## config.mk

```make
export PLATFORM = sky130hd
export DESIGN_NAME = rate_auto_range_hysteresis_unit
export DESIGN_NICKNAME = d
export VERILOG_FILES = /design/src/rtl/core/rarh_pkg.sv /design/src/rtl/core/rate_auto_range_hysteresis_unit.sv /design/src/rtl/core/rarh_scale_ctl.sv
export SDC_FILE = /design/constraint.sdc
export NUM_CORES = 1
export LEC_CHECK = 0
export BUFFER_PORTS_ARGS = -buffer_cell sky130_fd_sc_hd__buf_2
export CORE_MARGIN = 8
export CORE_UTILIZATION = 48
export DETAILED_ROUTE_END_ITERATION = 16
export PLACE_DENSITY = 0.67
export RECOVER_POWER = 25
export SLEW_MARGIN = 5
export SYNTH_ARGS = -nofsm -noshare
export SYNTH_HDL_FRONTEND = slang
export SYNTH_SLANG_ARGS = --single-unit
```

## constraint.sdc

```tcl
create_clock -name clk -period 6.45 [get_ports clk]
set_input_delay 0.645 -clock clk [delete_from_list [all_inputs] [get_ports clk]]
set_output_delay 0.645 -clock clk [all_outputs]
set_load 0.02 [all_outputs]
```

## src/rtl/core/rarh_pkg.sv

```systemverilog
`timescale 1ns / 1ps

package rarh_pkg;

	localparam int RATE_BITS = 48;
	localparam int TGT_BITS  = RATE_BITS + 1;
	localparam int EXP_W     = 6;
	localparam int CNT_W     = 4;
	localparam int SHIFT_W   = 4;

	localparam logic [EXP_W-1:0] MIN_SCALE_RST  = EXP_W'(15);
	localparam logic [SHIFT_W-1:0] HEADROOM_RST = SHIFT_W'(2);
	localparam logic [SHIFT_W-1:0] LOW_SHIFT_RST = SHIFT_W'(2);
	localparam logic [CNT_W-1:0] SHRINK_RST     = CNT_W'(10);

	localparam logic [EXP_W-1:0] MB_EXP = EXP_W'(20);
	localparam logic [EXP_W-1:0] GB_EXP = EXP_W'(30);

	localparam logic [1:0] UNIT_KB = 2'd0;
	localparam logic [1:0] UNIT_MB = 2'd1;
	localparam logic [1:0] UNIT_GB = 2'd2;

	typedef enum logic [1:0] {
		REG_MIN_SCALE = 2'd0,
		REG_HEADROOM  = 2'd1,
		REG_LOW_SHIFT = 2'd2,
		REG_SHRINK    = 2'd3
	} cfg_reg_t;

	typedef struct packed {
		logic [RATE_BITS-1:0] rx_rate;
		logic [RATE_BITS-1:0] tx_rate;
	} in_item_t;

	typedef struct packed {
		logic [EXP_W-1:0] scale_log2;
		logic [1:0]       unit_code;
		logic             scale_changed;
	} out_item_t;

	// what stage 1 hands to the scale decision
	typedef struct packed {
		logic [EXP_W-1:0]    peak_len;  // bit length of peak
		logic [TGT_BITS-1:0] tgt_m1;    // target - 1, zero when peak is zero
	} s1_item_t;

	typedef struct packed {
		logic [EXP_W-1:0]   min_scale;
		logic [SHIFT_W-1:0] low_shift;
		logic [CNT_W-1:0]   shrink;
	} ctl_cfg_t;

	// bit length (index of leading one plus one), zero for zero
	function automatic logic [EXP_W-1:0] bit_len(input logic [TGT_BITS-1:0] v);
		logic [EXP_W-1:0] len;
		len = '0;
		for (int i = 0; i < TGT_BITS; i++) begin
			if (v[i]) len = EXP_W'(i + 1);
		end
		return len;
	endfunction

endpackage

```

## src/rtl/core/rate_auto_range_hysteresis_unit.sv

```systemverilog
`timescale 1ns / 1ps

// Auto-ranging full scale for a pair of traffic rates, with hysteresis.
// Input channel: in_valid / in_stall / in_data (rx_rate, tx_rate). A request
//   is taken on a rising edge with in_valid high and in_stall low.
// Output channel: out_valid / out_stall / out_data (scale_log2, unit_code,
//   scale_changed), one result per request, in order.
// Config channel: cfg_valid / cfg_ready / cfg_index / cfg_data. cfg_ready is
//   always high; write only while no request is in flight.
// The request passes the stage-1 register, then the result register, before
//   out_valid rises. Throughput: one request per cycle while out_stall does
//   not hold the result; the scale state is updated in the same cycle a
//   request leaves stage 1, so the next request sees it right away.
// Stage 1 forms peak, its bit length and target - 1; stage 2 does the
//   leading-one detect on target - 1 and the grow/shrink decision.
// Stall: when out_stall holds a pending result, stage 1 keeps its request and
//   in_stall rises only once stage 1 is also full; nothing is dropped.
// Reset: config registers to defaults (min scale 2^15, headroom >>2, low
//   threshold >>2, 10 samples to shrink), scale 2^15, count zero, pipe empty.
module rate_auto_range_hysteresis_unit (
	input  logic                 clk,
	input  logic                 arst_n,
	input  logic                 in_valid,
	output logic                 in_stall,
	input  rarh_pkg::in_item_t   in_data,
	output logic                 out_valid,
	input  logic                 out_stall,
	output rarh_pkg::out_item_t  out_data,
	input  logic                 cfg_valid,
	output logic                 cfg_ready,
	input  logic [1:0]           cfg_index,
	input  logic [5:0]           cfg_data
);

	// config registers
	logic [rarh_pkg::EXP_W-1:0]   min_scale_q;
	logic [rarh_pkg::SHIFT_W-1:0] headroom_q;
	logic [rarh_pkg::SHIFT_W-1:0] low_shift_q;
	logic [rarh_pkg::CNT_W-1:0]   shrink_q;

	assign cfg_ready = 1'b1;

	always_ff @(posedge clk or negedge arst_n) begin
		if (!arst_n) begin
			min_scale_q <= rarh_pkg::MIN_SCALE_RST;
			headroom_q  <= rarh_pkg::HEADROOM_RST;
			low_shift_q <= rarh_pkg::LOW_SHIFT_RST;
			shrink_q    <= rarh_pkg::SHRINK_RST;
		end else if (cfg_valid && cfg_ready) begin
			unique case (rarh_pkg::cfg_reg_t'(cfg_index))
				rarh_pkg::REG_MIN_SCALE: min_scale_q <= cfg_data;
				rarh_pkg::REG_HEADROOM:  headroom_q  <= cfg_data[3:0];
				rarh_pkg::REG_LOW_SHIFT: low_shift_q <= cfg_data[3:0];
				rarh_pkg::REG_SHRINK:    shrink_q    <= cfg_data[3:0];
				default: ;
			endcase
		end
	end

	// handshake: stage 1 moves on when the result register is free or draining
	logic s1_valid_q;
	logic out_valid_q;
	logic advance;
	logic in_accept;

	assign advance   = s1_valid_q && (!out_valid_q || !out_stall);
	assign in_stall  = s1_valid_q && !advance;
	assign in_accept = in_valid && !in_stall;
	assign out_valid = out_valid_q;

	always_ff @(posedge clk or negedge arst_n) begin
		if (!arst_n) begin
			s1_valid_q  <= 1'b0;
			out_valid_q <= 1'b0;
		end else begin
			if (in_accept)
				s1_valid_q <= 1'b1;
			else if (advance)
				s1_valid_q <= 1'b0;

			if (advance)
				out_valid_q <= 1'b1;
			else if (!out_stall)
				out_valid_q <= 1'b0;
		end
	end

	// stage 1: peak, headroom target
	logic [rarh_pkg::RATE_BITS-1:0] peak;
	logic [rarh_pkg::TGT_BITS-1:0]  peak_x;
	logic [rarh_pkg::TGT_BITS-1:0]  target;
	rarh_pkg::s1_item_t             s1_d;
	rarh_pkg::s1_item_t             item_s1;

	assign peak   = (in_data.rx_rate > in_data.tx_rate) ? in_data.rx_rate : in_data.tx_rate;
	assign peak_x = {1'b0, peak};
	assign target = peak_x + (peak_x >> headroom_q);

	always_comb begin
		s1_d.peak_len = rarh_pkg::bit_len(peak_x);
		// zero peak gives target zero; keep it at zero so the exponent is minimal
		s1_d.tgt_m1   = (peak == '0) ? '0 : target - rarh_pkg::TGT_BITS'(1);
	end

	always_ff @(posedge clk) begin
		if (in_accept)
			item_s1 <= s1_d;
	end

	// stage 2: scale decision and state
	rarh_pkg::ctl_cfg_t  ctl_cfg;
	rarh_pkg::out_item_t result;

	always_comb begin
		ctl_cfg.min_scale = min_scale_q;
		ctl_cfg.low_shift = low_shift_q;
		ctl_cfg.shrink    = shrink_q;
	end

	rarh_scale_ctl u_scale_ctl (
		.clk     (clk),
		.arst_n  (arst_n),
		.advance (advance),
		.s1_item (item_s1),
		.cfg     (ctl_cfg),
		.result  (result)
	);

	always_ff @(posedge clk) begin
		if (advance)
			out_data <= result;
	end

endmodule

```

## src/rtl/core/rarh_scale_ctl.sv

```systemverilog
`timescale 1ns / 1ps

module rarh_scale_ctl (
	input  logic                 clk,
	input  logic                 arst_n,
	input  logic                 advance,
	input  rarh_pkg::s1_item_t   s1_item,
	input  rarh_pkg::ctl_cfg_t   cfg,
	output rarh_pkg::out_item_t  result
);

	logic [rarh_pkg::EXP_W-1:0] cur_q;
	logic [rarh_pkg::CNT_W-1:0] cnt_q;

	logic [rarh_pkg::EXP_W-1:0] tgt_exp;
	logic [rarh_pkg::EXP_W-1:0] want;
	logic                       low;
	logic [rarh_pkg::CNT_W-1:0] cnt_inc;
	logic [rarh_pkg::EXP_W-1:0] cur_d;
	logic [rarh_pkg::CNT_W-1:0] cnt_d;
	logic                       changed;

	// ceil(log2(target)) = bit length of (target - 1)
	assign tgt_exp = rarh_pkg::bit_len(s1_item.tgt_m1);
	assign want    = (tgt_exp > cfg.min_scale) ? tgt_exp : cfg.min_scale;
	// peak < 2^(cur - shift)  <=>  len(peak) + shift <= cur
	assign low = ({1'b0, s1_item.peak_len} + {3'b000, cfg.low_shift})
		<= {1'b0, cur_q};
	assign cnt_inc = cnt_q + rarh_pkg::CNT_W'(1);

	always_comb begin
		cur_d   = cur_q;
		cnt_d   = '0;
		changed = 1'b0;
		if (want > cur_q) begin
			cur_d   = want;
			changed = 1'b1;
		end else if (want < cur_q && low) begin
			if (cnt_inc >= cfg.shrink) begin
				cur_d   = want;
				changed = 1'b1;
			end else begin
				cnt_d = cnt_inc;
			end
		end
	end

	always_ff @(posedge clk or negedge arst_n) begin
		if (!arst_n) begin
			cur_q <= rarh_pkg::MIN_SCALE_RST;
			cnt_q <= '0;
		end else if (advance) begin
			cur_q <= cur_d;
			cnt_q <= cnt_d;
		end
	end

	always_comb begin
		result.scale_log2    = cur_d;
		result.scale_changed = changed;
		if (cur_d >= rarh_pkg::GB_EXP)
			result.unit_code = rarh_pkg::UNIT_GB;
		else if (cur_d >= rarh_pkg::MB_EXP)
			result.unit_code = rarh_pkg::UNIT_MB;
		else
			result.unit_code = rarh_pkg::UNIT_KB;
	end

endmodule

```

== After elaboration in Yosys (flattened, before gate mapping) ==
Cells that the tools add are included.
W data, S select, Z words.
Word-level totals
  input bits: 109
  output and inout bits: 12
  register bits: 94
Cells by class
  $add $sub $neg: 4
  order comparisons: 8
  shifts and indexed selects: 1
  eq/ne operators: 4
  mux-type cells: 111
  reductions and logical operators: 17
Operator list (number)
  $mux W6: 82
  $mux W5: 16
  $add A48 B49 Y49: 1
  $shr A48 B4 Y49: 1
  $sub A49 B1 Y49 const B: 1
  $gt A48 B48 Y1: 1
  $logic_not A48 Y1: 1
  $mux W48: 1
  $reduce_or A17 Y1: 1
  $ge A6 B5 Y1 const B: 2
  $gt A6 B6 Y1: 2
  $mux W4: 3
  $mux W1: 9
  $reduce_and A2 Y1: 4
  $add A6 B4 Y7: 1
  $le A7 B6 Y1: 1
  $lt A6 B6 Y1: 1
  $add A4 B1 Y4 const B: 1
  $eq A2 B2 Y1 const B: 2
  $ge A4 B4 Y1: 1
  $logic_and A1 B1 Y1: 4
  $logic_not A1 Y1: 4
  $eq A2 B1 Y1 const B: 1
  $logic_not A2 Y1: 1
  3 further kinds: 3

== Logic depth before layout (Yosys ltp) ==
Gate-level depths: netlist of the first run.
  depth in word-level cells: 57
  depth in mapped cells: 34
  gate-level depth less buffers: 34

== By module ==
A second synthesis of the first run with hierarchy kept.
Second synthesis, totals
  cell total of the unflattened synthesis: 1585
  area total of the unflattened synthesis: 13307.8 µm²
Modules (own cells, without submodules)
  rate_auto_range_hysteresis_unit: instances 1, cells each 1324, area an instance 11360.9 µm², sequential area each 2432.3 µm²
  rarh_scale_ctl: instances 1, cells each 261, area an instance 1946.9 µm², sequential area each 255.2 µm²

== Worst setup path before layout of the first run ==
No wires, ideal clock.
  path kind: input -> register
  start: input in_data[11] (netlist bit)
  end: register item_s1[45] (netlist bit) (data pin)
  slack: -30 ps
  data arrival time: 6221 ps
  path buffers: 2
  stages on the path: 31
  data required time: 6191 ps
  setup time: 259 ps
  path through: inv_1 -> ha_1 -> a21oi_1 -> o21ai_1 -> a2111o_1 -> o2111a_1 -> o31a_4 -> buf_6 -> buf_2 -> o21ai_1 -> a21boi_1 -> mux2i_1 -> mux2i_1 -> mux2i_1 -> mux2i_1 -> ha_1 -> inv_1 -> ha_1 -> inv_1 -> fa_1 -> nor2b_1 -> o2111ai_1 -> a31o_2 -> a21o_1 -> a41o_1 -> o21ai_1 -> o2111ai_1 -> and4_1 -> nor4b_1 -> o21ai_0 -> nor3b_1
On the way
  longest elaborated chain between the ends: 5
  elaborated cells on any way between the ends: 6
  classes of those cells: add/sub (2); order compare (1); shift (1); mux (1); reduce/logical (1)
RTL lines
  start, declared: RTL line rate_auto_range_hysteresis_unit.sv:25  | input rarh_pkg::in_item_t in_data,
  $gt A48 B48 Y1: RTL line rate_auto_range_hysteresis_unit.sv:95  | assign peak = (in_data.rx_rate > in_data.tx_rate) ? in_data.rx_rate : in_data.tx_rate;
  $mux W48 *: RTL line rate_auto_range_hysteresis_unit.sv:95
  $shr A48 B4 Y49: RTL line rate_auto_range_hysteresis_unit.sv:97  | assign target = peak_x + (peak_x >> headroom_q);
  $add A48 B49 Y49: RTL line rate_auto_range_hysteresis_unit.sv:97
  $sub A49 B1 Y49: RTL line rate_auto_range_hysteresis_unit.sv:102  | s1_d.tgt_m1 = (peak == '0) ? '0 : target - rarh_pkg::TGT_BITS'(1);
  end signal, assigned: RTL line rate_auto_range_hysteresis_unit.sv:107  | item_s1 <= s1_d;
  end, declared: RTL line rate_auto_range_hysteresis_unit.sv:93  | rarh_pkg::s1_item_t item_s1;
Every way passes the cells marked *; elsewhere a longest branch is shown, timed or not.
A chain may end at the register's enable or synchronous reset.

== Final worst setup path of the first run ==
  start: input in_data[17] (netlist bit)
  end: register item_s1[45] (netlist bit) (data pin)
The elaborated chain is that of the path after synthesis.

==> results by group, run 1 <==
Hold path
  – Tightest Hold Check Type: in2reg

Floorplan
  – Effective utilization at floorplan: 48.45%
  – Vert. Die Dim: 180.2 microns
  – Num ports: 121
  – Horizontal die dimension: 180.2 microns
  – Row cnt: 60
  – Core Box Area: 0.02673 sq mm
  – Die footprint: 0.03249 sq mm

Power and ir drop
  – Max VDD drop: 238.2 uV
  – Sw Ratio: 43.94%
  – Register share of total power: 17.7%
  – Cell internal pwr: 4.160 mW
  – Fraction of power consumed by combinational cells: 75.1%
  – Power density of the placed cells: 402.7 mW/mm^2
  – Part of the total power dissipated in the clock network: 7.2%
  – Switching power summed over all nets: 3.260 mW
  – Leak: 8.872 nW

Drt
  – Drc violations: 0
  – Number of antenna-violating nets in the routed design: 0
  – TritonRoute pass-1 iters: 7
  – Via Count: 13,300
  – Violation count after the first detailed-route iteration: 880
  – Overall routed net length: 41.83 mm
  – Number of vias per cell: 5.571
  – Average routed wire per standard cell: 17.52 microns

Flow run
  – Count of maximum capacitance violations: 1

Place
  – Placed cell areas: 0.01646 sq mm
  – Placer Congestion: 0.9489
  – Placed wire-length estimate: 32.50 mm
  – Input/output buffers: 119
  – Number of placed cells counting well taps: 2,316

STA
  – Final setup slack of the worst path: -23.31 ps
  – Time the worst path needs with I/O delays and setup: 6473 ps
  – Final setup violation count: 1
  – Slew headroom: -14.34%
  – Fin crit share: 100.4%
  – Worst slew pin tran: 1715 ps
  – Clock Skews: 21.41 ps
  – Final hold violation count: 0
  – Max Transition Viols Final: 31
  – Total negative slack for setup checks: -23.31 ps
  – RSZ-0062 raised after global routing: true
  – Worst-case hold slack: 486.0 ps
  – Timing-limited maximum frequency: 154.5 MHz

Worst setup path
  – CP top delay family: compound AO/OA/AOI/OAI gates
  – Cell occurring most often along the worst timing path: sky130_fd_sc_hd__mux2i_1
  – Worst path required time: 6530 ps
  – Kind of critical path: in2reg
  – Largest fanout on the critical path: 8
  – Reg-to-Reg Start: item_s1[7]
  – Arrival time at the worst endpoint: 6550 ps
  – Reg-to-reg setup timing slack: 490 ps
  – Crit path largest cell delay: 360 ps
  – Setup crit start kind: primary input
  – Critical Path End Type: flop
  – Endpoint of the most critical setup path: item_s1[45]
  – Beginning of the critical path: in_data[17]
  – Worst reg2reg endpoint: out_data[1]
  – FF-to-FF path depth: 26
  – Crit path depth: 32
  – Worst path bufs/invs: 6
  – Cell with the biggest individual delay on the critical path: sky130_fd_sc_hd__fa_2

Synth
  – Arithmetic-cell share of the synthesized area counting full adders, half adders and majority gates: 16.74%
  – Number of synthesized register bits: 94
  – Yosys warning count: 0
  – Net count of the mapped netlist: 1,827
  – Xor/xnor cell area share of the yosys netlist: 2.706%
  – Compound-Gate Fraction of Synth Area: 17.56%
  – Most used flip-flop cell after synthesis: sky130_fd_sc_hd__edfxtp_1
  – Count of distinct cell types in the synthesized netlist: 76
  – Fraction of synthesized area in multiplexers: 19.51%
  – Post-Syn Instances: 1,546
  – Count of flip-flops with a built-in enable after synthesis: 64
  – Simple-gate share of the synthesized area: 14.86%
  – Share of synthesized registers carrying an async set or reset: 31.91%
  – Largest family of logic cells by synthesized area: multiplexers
  – Sequential element share of the synthesized area: 20.76%
  – Netlist Area Pre-Place: 0.01295 sq mm
  – Average footprint of a synthesized cell: 8.376 sq um

GRT
  – First-pass GRT wire length: 62.89 mm
  – All-layer global routing usage: 22.88%
  – Maximum number of pins on one net before global-route repair: 56
  – Antenna violations before repair: 0
  – Global route overflow: 0
  – Via count of the first global-routing pass: 12,650

Cells and area
  – Fraction of layout instances using a drive strength above 1: 37.59%
  – Number of nets in the final layout: 2,322
  – Post-route cell area: 0.01843 sq mm
  – Area Growth Syn to Fin: 42.29%
  – Cell Count, Final, Fillers Out: 2,388
  – Fillers: 2,027

Clocking
  – Sinks on the clock net: 94
  – CTS Root Cell: sky130_fd_sc_hd__clkbuf_16
  – TritonCTS clock tree: yes
  – Cts hold-fix bufs: 0
  – Clock-pin slew on the worst setup and hold paths: 80 ps
  – Insertion delay to the later sink of the worst-skew pair: 360 ps
  – Number of buffers created by CTS: 9
  – Clock H-tree levels: 3
  – Clk buf depth: 2

Status
  – Violated checks: capacitance limit, slew limit, setup timing
  – Result of the run: finished with violations
-- worst min-delay path by stage --
stage / startpoint / to / slack [ps] / cells past startpoint
3_3_place_gp: s1_valid_q / out_valid / 460 / 1
3_5_place_dp: s1_valid_q / out_valid / 490 / 1
4_1_cts: arst_n / min_scale_q[4] / 340 / 1
5_1_grt: in_valid / s1_valid_q / 490 / 2
6_report: cfg_data[4] / min_scale_q[4] / 490 / 3
2_1_floorplan: arst_n / headroom_q[0] / 350 / 0
-- layout by cell type (no fill, tap or decap), drive strengths merged, types with 64 or more instances in the layout --
cell type	instances
buf	528
mux2i	220
inv	203
ha	170
nor2	131
a21oi	92
o21ai	87
nand2	70
edfxtp	64
-- metrics by stage --
stage                     util, %  setup WS, ps  total power [mW]
after detailed placement    61.57        -583.5             6.249
after global routing        68.93        -244.8             8.052
after CTS                   63.73         5.424             6.936
after floorplan                 -         49.98             4.377
after global placement      61.57        -443.4             6.126
final                       68.94        -23.31             7.420
-- worst register-to-register path, cell delays in order (launching register included) --
cell and delay, ps:
sky130_fd_sc_hd__edfxtp_1 400, sky130_fd_sc_hd__or4_1 520, sky130_fd_sc_hd__o21ai_0 260, sky130_fd_sc_hd__a21oi_1 120
sky130_fd_sc_hd__o21ai_1 190, sky130_fd_sc_hd__nand3_1 110, sky130_fd_sc_hd__a31o_2 260, sky130_fd_sc_hd__a21boi_1 200
sky130_fd_sc_hd__ha_1 290, sky130_fd_sc_hd__o21a_1 110, sky130_fd_sc_hd__o21a_1 160, sky130_fd_sc_hd__o21ai_0 160
sky130_fd_sc_hd__nand2b_1 70, sky130_fd_sc_hd__a21oi_1 140, sky130_fd_sc_hd__a31oi_1 80, sky130_fd_sc_hd__buf_4 180
sky130_fd_sc_hd__mux2_2 310, sky130_fd_sc_hd__ha_1 190, sky130_fd_sc_hd__a21o_1 170, sky130_fd_sc_hd__a21o_1 170
sky130_fd_sc_hd__a211oi_2 260, sky130_fd_sc_hd__o221ai_1 180, sky130_fd_sc_hd__o21a_1 270, sky130_fd_sc_hd__clkinvlp_4 170
sky130_fd_sc_hd__mux2_2 400, sky130_fd_sc_hd__a211o_1 280, sky130_fd_sc_hd__a31oi_1 170
-- per-layer routing --
| layer | track usage (%) | wire length, microns |
|---|---|---|
| met1 | 31.77 | 19460 |
| met2 | 36.46 | 19200 |
| met3 | 2.903 | 1987 |
| met4 | 6.978 | 1180 |
| met5 | 0 | 0 |
-- synth_stat cells, types with 12 or more instances --
| master | n | area (sq um) |
|---|---|---|
| sky130_fd_sc_hd__nand3_1 | 23 | 115.1 |
| sky130_fd_sc_hd__mux2i_1 | 208 | 2082 |
| sky130_fd_sc_hd__nor3_1 | 39 | 195.2 |
| sky130_fd_sc_hd__nand2b_1 | 20 | 125.1 |
| sky130_fd_sc_hd__dfstp_2 | 12 | 315.3 |
| sky130_fd_sc_hd__nor4_1 | 23 | 143.9 |
| sky130_fd_sc_hd__xor2_1 | 16 | 140.1 |
| sky130_fd_sc_hd__o21ai_0 | 67 | 335.3 |
| sky130_fd_sc_hd__nand2_1 | 70 | 262.8 |
| sky130_fd_sc_hd__dfrtp_1 | 18 | 450.4 |
| sky130_fd_sc_hd__nand4_1 | 31 | 193.9 |
| sky130_fd_sc_hd__a21o_1 | 40 | 300.3 |
| sky130_fd_sc_hd__mux2_2 | 23 | 259.0 |
| sky130_fd_sc_hd__inv_1 | 198 | 743.2 |
| sky130_fd_sc_hd__ha_1 | 170 | 2127 |
| sky130_fd_sc_hd__a21oi_1 | 92 | 460.4 |
| sky130_fd_sc_hd__o21bai_1 | 15 | 112.6 |
| sky130_fd_sc_hd__o21ai_1 | 20 | 100.1 |
| sky130_fd_sc_hd__o21a_1 | 15 | 112.6 |
| sky130_fd_sc_hd__edfxtp_1 | 64 | 1922 |
| sky130_fd_sc_hd__o31ai_1 | 14 | 105.1 |
| sky130_fd_sc_hd__clkbuf_1 | 25 | 93.84 |
| sky130_fd_sc_hd__xnor2_1 | 24 | 210.2 |
| sky130_fd_sc_hd__nor2_1 | 130 | 488.0 |
| sky130_fd_sc_hd__and2_1 | 12 | 75.07 |
-- timing repair --
item,CTS,global route
hold endpoints to repair,0,0
gates resized for setup,38,224
pin swaps,10,91
setup buffers,16,40
endpoints found under the setup margin,14,30
cloned,0,1
-- flip-flops by register name (all words and copies together) (netlist names) --
name,flops
u_scale_ctl.cur_q,6
low_shift_q,4
out_valid,1
shrink_q,4
out_data,9
item_s1,55
headroom_q,4
min_scale_q,6
u_scale_ctl.cnt_q,4
s1_valid_q,1
-- cell type report --
| class | count | area (sq um) | share of cell area [%] |
|---|---|---|---|
| Timing Repair Buffer | 534 | 3960 | 21.49 |
| Multi-Input combinational cell | 1202 | 10290 | 55.84 |
| Clock buffer | 9 | 225.2 | 1.222 |
| Tap cell | 341 | 426.7 | 2.316 |
| Sequential cell | 94 | 2691 | 14.61 |
| Clock inverter | 7 | 63.81 | 0.3463 |
| Antenna cell | 1 | 2.502 | 0.01358 |
| Inverter | 200 | 767.0 | 4.163 |
-- logic make-up after synthesis --
logic type / Yosys count
buf+inv: 250
mux: 244
xor+xnor: 40
compound gates: 352
flops: 94
simple gates: 393
fa+ha+maj: 172
other cells: 1
-- power groups by stage --
stage          sequential, mW  combinational (mW)  clock [mW]
2_1_floorplan            1.24                3.14           0
3_3_place_gp             1.30                4.82           0
5_1_grt                  1.35                6.14       0.560
3_5_place_dp             1.32                4.93           0
6_report                 1.31                5.57       0.531
4_1_cts                  1.30                5.09       0.538
(Power assumes the default switching activity.)
==> run 2: changes to the inputs <==
Settings changed: CORE_MARGIN 8 to 2.
==> run 2 against run 1 <==
  * The flow still finishes with violations (capacitance limit, slew limit, setup timing)
  * Die area shrank 13%
  * Critical endpoint is now item_s1[46]
  * Hold slack lost 1.4 ps
  * Count of clock-buffer cells in the layout is the same
  * Wire length shrank 3.0%
  * First-iteration DRC count shrank 5.9%
==> results by group, run 2 (synthesized netlist as in run 1, its figures left out) <==
Status
  – Result of the run: finished with violations
  – Violated checks: capacitance limit, slew limit, setup timing

Power and ir drop
  – Cell internal pwr: 4.221 mW
  – Part of the total power dissipated in the clock network: 7.1%
  – Max VDD drop: 207.2 uV
  – Power density of the placed cells: 414.9 mW/mm^2
  – Leak: 8.821 nW
  – Sw Ratio: 44.13%
  – Register share of total power: 17.2%
  – Fraction of power consumed by combinational cells: 75.7%
  – Switching power summed over all nets: 3.334 mW
  – Total Power Consumption: 7.555 mW

Clocking
  – Clock H-tree levels: 3
  – TritonCTS clock tree: yes
  – Cts hold-fix bufs: 0
  – Clock-pin slew on the worst setup and hold paths: 70 ps
  – Clk buf depth: 2
  – CTS Root Cell: sky130_fd_sc_hd__clkbuf_16
  – Sinks on the clock net: 94
  – Number of buffers created by CTS: 9
  – Insertion delay to the later sink of the worst-skew pair: 370 ps

Drt
  – Number of vias per cell: 5.522
  – Overall routed net length: 40.57 mm
  – Average routed wire per standard cell: 16.99 microns
  – Wire length on met2: 18.62 mm
  – Metal3 WL: 1.936 mm
  – Via Count: 13,180
  – Highest signal layer in the routed design: met4
  – Drc violations: 0
  – Routed met1 length: 19.00 mm
  – Number of antenna-violating nets in the routed design: 0
  – Violation count after the first detailed-route iteration: 828
  – TritonRoute pass-1 iters: 5

GRT
  – Antenna violations before repair: 0
  – All-layer global routing usage: 26.60%
  – Global route overflow: 0
  – First-pass GRT wire length: 61.88 mm
  – Via count of the first global-routing pass: 12,560
  – Maximum number of pins on one net before global-route repair: 56

STA
  – Time the worst path needs with I/O delays and setup: 6517 ps
  – Max Transition Viols Final: 31
  – Final setup slack of the worst path: -66.70 ps
  – RSZ-0062 raised after global routing: true
  – Final hold violation count: 0
  – Timing-limited maximum frequency: 153.5 MHz
  – Clock Skews: 27.28 ps
  – Slew headroom: -11.49%
  – Final setup violation count: 1
  – Fin crit share: 101.0%
  – Worst slew pin tran: 1672 ps

Cells and area
  – Area Growth Syn to Fin: 40.61%
  – Largest registers in the final layout: item_s1 (55), out_data (9)
  – Commonest non-fill, non-tap cell in the layout: sky130_fd_sc_hd__buf_4
  – ANT cells: 0
  – Fraction of layout instances using a drive strength above 1: 36.90%
  – Largest register FFs: 55
  – Highest-count cells in the layout ignoring fill and taps: sky130_fd_sc_hd__buf_4, sky130_fd_sc_hd__inv_1, sky130_fd_sc_hd__ha_1
  – Number of nets in the final layout: 2,322
  – Register ranked first by flip-flop count: item_s1

Place
  – Placed wire-length estimate: 32.02 mm
  – Placer Congestion: 0.9766
  – Input/output buffers: 119
  – Place WS: -611.5 ps

Worst setup path
  – Setup crit start kind: primary input
  – Worst path required time: 6540 ps
  – Cell occurring most often along the worst timing path: sky130_fd_sc_hd__buf_4
  – Critical Path End Type: flop
  – Cell with the biggest individual delay on the critical path: sky130_fd_sc_hd__o31a_4
  – Largest fanout on the critical path: 8
  – Arrival time at the worst endpoint: 6600 ps
  – Kind of critical path: in2reg
  – Crit path largest cell delay: 400 ps

Floorplan
  – Core Box Area: 0.02673 sq mm
  – Effective utilization at floorplan: 48.45%
  – Row cnt: 60
  – Num ports: 121
  – Vert. Die Dim: 168.2 microns
  – Die footprint: 0.02831 sq mm
  – Horizontal die dimension: 168.2 microns

Hold path
  – Tightest Hold Check Type: in2reg

Flow run
  – Count of maximum capacitance violations: 1
-- run 2: cell types whose count changed in the layout (fill, tap and decap cells not counted), sizes merged --
cell    change
inv         -1
diode       -1
clkinv      +1
-- run 2: per-layer routing --
metal  up-vias  global-route usage (%)
li1       6612                       -
met4         0                   7.046
met3        68                   2.915
met5         -                       0
met1      6083                   37.63
met2       419                   43.26
-- run 2: final timing paths --
kind,start,to,slack (ps),cells after the start
max,in_data[23],item_s1[46],-70,34
min,in_valid,s1_valid_q,480,2
max reg2reg,item_s1[6],out_data[1],410,28
min reg2reg,s1_valid_q,out_valid,500,1
max in group asynchronous,arst_n,headroom_q[0],4650,1
min in group asynchronous,arst_n,min_scale_q[4],690,1
-- run 2: critical path: cells and delay by family --
family	cells	cell delay, ps
adder cells (fa/ha/maj)	3	950
AND/OR/NAND/NOR	3	470
multiplexers	4	740
AO/OA/AOI/OAI	14	2690
buffers and inverters	10	1100
-- run 2: power by group through the flow --
stage          Combinational [mW]  Clock (mW)  Sequential (mW)
3_3_place_gp                 4.83           0             1.29
4_1_cts                      5.11       0.541             1.29
2_1_floorplan                3.14           0             1.24
3_5_place_dp                 4.94           0             1.30
5_1_grt                      6.31       0.569             1.33
6_report                     5.72       0.537             1.30
-- run 2: layout make-up --
| class | count | area [sq um] |
|---|---|---|
| timing repair buffer | 534 | 3845 |
| clock buffer | 9 | 225.2 |
| multi-input combinational | 1202 | 10180 |
| fill | 2066 | 8518 |
| tap | 341 | 426.7 |
| sequential | 94 | 2691 |
| inverter | 200 | 759.5 |
| clock inverter | 7 | 75.07 |
-- run 2: timing repair --
item / CTS / global route
gates cloned: 0 / 2
endpoints found under the setup margin: 17 / 30
setup buffers: 18 / 34
pin swaps: 10 / 48
gates resized for setup: 37 / 174
-- run 2: per-stage QoR --
stage / setup TNS (ps) / hold slack [ps] / instances / area [sq um] / utilization (%)
after global placement: -7161 / 465.0 / 2317 / 16460 / 61.60
after CTS: -5.137 / 334.6 / 2351 / 17060 / 63.85
final: -66.70 / 484.6 / 2387 / 18210 / 68.13
after global routing: -3152 / 480.8 / 2387 / 18210 / 68.13
after detailed placement: -10300 / 488.5 / 2317 / 16460 / 61.60
after floorplan: 0 / 349.4 / 1546 / 12960 / -
==> run 3: changes to the inputs <==
Settings changed: CTS_BUF_LIST from default to sky130_fd_sc_hd__clkbuf_4, CTS_CLUSTER_DIAMETER from default to 60.
==> run 3 against run 2 <==
  * The flow finishes with violations (capacitance limit, slew limit)
  * Setup slack improved by 220 ps
  * Sequential power about the same
  * Register-to-register slack improved by 50 ps
  * Non-clock buffer count down 38
  * Critical path type unchanged
  * Clock power is 39% lower
  * Wire length down 6.4%
  * Clock skew rose by 33 ps
  * Count of clock-buffer cells in the layout unchanged
  * Combinational power down 7.9%
  * Sequential share of layout area up 0.83 points
  * Core utilization shrank 3.6 points
  * Critical endpoint is now item_s1[45]
  * Final cell count shrank 1.5%
==> results by group, run 3 (synthesized netlist as in run 1, its figures left out) <==
Hold path
  – Tightest Hold Check Type: in2reg
  – Hold_sp: cfg_data[5]

GRT
  – Antenna violations before repair: 1
  – Most heavily used metal layer in global routing: met2
  – Met3 track demand over resource in global routing: 2.703%
  – Maximum number of pins on one net before global-route repair: 56
  – First-pass GRT wire length: 60.93 mm
  – Global route overflow: 0
  – Via count of the first global-routing pass: 12,420
  – All-layer global routing usage: 26.14%
  – Met1 demand-to-capacity share in global routing: 37.23%
  – Met2 routing resource usage after global routing: 42.01%

Floorplan
  – Die footprint: 0.02831 sq mm
  – Effective utilization at floorplan: 48.45%
  – Core Box Area: 0.02673 sq mm
  – Vert. Die Dim: 168.2 microns
  – Num ports: 121
  – Row cnt: 60
  – Horizontal die dimension: 168.2 microns

Power and ir drop
  – Register share of total power: 18.7%
  – Cell internal pwr: 3.805 mW
  – Total Power Consumption: 6.885 mW
  – Power density of the placed cells: 399.5 mW/mm^2
  – Leak: 8.550 nW
  – Switching power summed over all nets: 3.080 mW
  – Part of the total power dissipated in the clock network: 4.8%
  – Sw Ratio: 44.73%
  – Fraction of power consumed by combinational cells: 76.5%
  – Max VDD drop: 173.6 uV

Worst setup path
  – FF-to-FF path depth: 27
  – Setup crit start kind: primary input
  – Cell occurring most often along the worst timing path: sky130_fd_sc_hd__mux2i_1
  – CP top delay family: compound AO/OA/AOI/OAI gates
  – Endpoint of the most critical setup path: item_s1[45]
  – Reg-to-Reg Start: item_s1[3]
  – Worst path required time: 6660 ps
  – Largest fanout on the critical path: 10
  – Crit path depth: 34
  – Cell with the biggest individual delay on the critical path: sky130_fd_sc_hd__fa_2
  – Worst reg2reg endpoint: out_data[1]
  – Worst path bufs/invs: 9
  – Kind of critical path: in2reg
  – Crit path largest cell delay: 390 ps
  – Arrival time at the worst endpoint: 6510 ps
  – Reg-to-reg setup timing slack: 460 ps
  – Critical Path End Type: flop
  – Beginning of the critical path: in_data[23]

STA
  – Fin crit share: 97.66%
  – Final hold violation count: 0
  – Timing-limited maximum frequency: 158.8 MHz
  – Clock Skews: 60.66 ps
  – Max Transition Viols Final: 31
  – Worst-case hold slack: 336.9 ps
  – Worst slew pin tran: 1668 ps
  – Slew headroom: -11.20%
  – Final setup violation count: 0
  – Time the worst path needs with I/O delays and setup: 6299 ps

Place
  – Number of placed cells counting well taps: 2,317
  – Placed cell areas: 0.01646 sq mm
  – Input/output buffers: 119
  – Placed wire-length estimate: 32.02 mm
  – Placer Congestion: 0.9766

Cells and area
  – Largest registers in the final layout: item_s1 (55), out_data (9)
  – Commonest non-fill, non-tap cell in the layout: sky130_fd_sc_hd__buf_4
  – Register ranked first by flip-flop count: item_s1
  – Cell Count, Final, Fillers Out: 2,352
  – Number of nets in the final layout: 2,285
  – Post-route cell area: 0.01724 sq mm
  – Largest register FFs: 55
  – Highest-count cells in the layout ignoring fill and taps: sky130_fd_sc_hd__buf_4, sky130_fd_sc_hd__inv_1, sky130_fd_sc_hd__mux2i_1
  – Fraction of layout instances using a drive strength above 1: 32.70%
  – Area Growth Syn to Fin: 33.10%

Clocking
  – Clock H-tree levels: 3
  – Clock-pin slew on the worst setup and hold paths: 200 ps
  – Cts hold-fix bufs: 0
  – TritonCTS clock tree: yes
  – Number of buffers created by CTS: 9
  – CTS Root Cell: sky130_fd_sc_hd__clkbuf_4
  – Sinks on the clock net: 94
  – Clk buf depth: 2
  – Insertion delay to the later sink of the worst-skew pair: 500 ps

Flow run
  – Count of maximum capacitance violations: 1

Drt
  – Via Count: 12,710
  – Drc violations: 0
  – Violation count after the first detailed-route iteration: 759
  – Number of antenna-violating nets in the routed design: 0
  – Overall routed net length: 37.97 mm
  – TritonRoute pass-1 iters: 5
  – Number of vias per cell: 5.402
  – Average routed wire per standard cell: 16.14 microns

Status
  – Violated checks: capacitance limit, slew limit
  – Result of the run: finished with violations
[run 3: cell count changes in the layout (fill, tap and decap cells not counted), moves of 6 or more]
cell | before | now
sky130_fd_sc_hd__mux2i_2 | 52 | 31
sky130_fd_sc_hd__a21oi_2 | 18 | 9
sky130_fd_sc_hd__mux2i_1 | 150 | 181
sky130_fd_sc_hd__buf_4 | 399 | 371
sky130_fd_sc_hd__buf_6 | 9 | 3
sky130_fd_sc_hd__clkbuf_4 | 0 | 9
sky130_fd_sc_hd__a21oi_1 | 74 | 83
sky130_fd_sc_hd__clkbuf_16 | 11 | 0
sky130_fd_sc_hd__mux2i_4 | 18 | 8
sky130_fd_sc_hd__ha_1 | 154 | 162
sky130_fd_sc_hd__ha_4 | 15 | 6
[run 3: how the worst min path moves through the flow]
stage,to,slack (ps),cells after the start
6_report,min_scale_q[5],340,3
5_1_grt,s1_valid_q,320,2
4_1_cts,min_scale_q[4],130,1
3_5_place_dp,out_valid,490,1
3_3_place_gp,out_valid,460,1
2_1_floorplan,headroom_q[0],350,0
[run 3: cell type report]
class                           instances  area, sq um
Inverter                              200        754.5
Sequential cell                        94         2691
Multi-Input combinational cell       1203         9753
Fill cell                            2255         9490
Timing Repair Buffer                  496         3462
Antenna cell                            2        5.005
Clock inverter                          7        75.07
Tap cell                              341        426.7
Clock buffer                            9        67.56
[run 3: repair_timing]
item                                    in CTS  in global routing
resized for setup                            4                109
endpoints found under the setup margin       7                 27
buffers inserted                             0                 16
cloned                                       0                  1
pin swaps                                    0                 39
[run 3: per-stage QoR]
step	setup TNS [ps]	worst slack (ps)	util, %
after floorplan	0	49.98	-
after global placement	-7161	-500.2	61.60
after detailed placement	-10300	-611.5	61.60
after CTS	0	0.8233	62.20
after global routing	-396.2	-87.47	64.49
final	0	150.9	64.49
[run 3: power by group through the flow]
stage | clock network [mW] | registers, mW | logic (mW)
final | 0.327 | 1.29 | 5.27
after detailed placement | 0 | 1.30 | 4.94
after global placement | 0 | 1.29 | 4.83
after CTS | 0.338 | 1.28 | 4.97
after global routing | 0.355 | 1.32 | 5.88
after floorplan | 0 | 1.24 | 3.14
[run 3: worst reg2reg max path, stage by stage, from the launching register on]
cell                         delay (ps)
sky130_fd_sc_hd__edfxtp_1           450
sky130_fd_sc_hd__o31ai_1            310
sky130_fd_sc_hd__a21boi_0           150
sky130_fd_sc_hd__o31ai_1            240
sky130_fd_sc_hd__a211oi_1           120
sky130_fd_sc_hd__nor3_1             170
sky130_fd_sc_hd__o311ai_1           160
sky130_fd_sc_hd__a31oi_1            340
sky130_fd_sc_hd__ha_1               300
sky130_fd_sc_hd__nor2b_1            130
sky130_fd_sc_hd__o21a_1             160
sky130_fd_sc_hd__o21a_1             160
sky130_fd_sc_hd__o21ai_0            150
sky130_fd_sc_hd__nand2b_1            70
sky130_fd_sc_hd__a21oi_1            130
sky130_fd_sc_hd__a31oi_1             70
sky130_fd_sc_hd__buf_4              170
sky130_fd_sc_hd__mux2_2             300
sky130_fd_sc_hd__ha_1               300
sky130_fd_sc_hd__a21o_1             160
sky130_fd_sc_hd__a21o_1             170
sky130_fd_sc_hd__a211oi_2           270
sky130_fd_sc_hd__o221ai_1           180
sky130_fd_sc_hd__o21a_1             260
sky130_fd_sc_hd__clkinvlp_4         160
sky130_fd_sc_hd__mux2_2             390
sky130_fd_sc_hd__a211o_1            270
sky130_fd_sc_hd__a31oi_1            140
[run 3: per-layer routing]
layer  part of all wire, %  up-vias
li1                      -     6536
met1                    49     5755
met2                    44      358
met3                   4.4       57
met4                   2.7        0
met5                     0        -
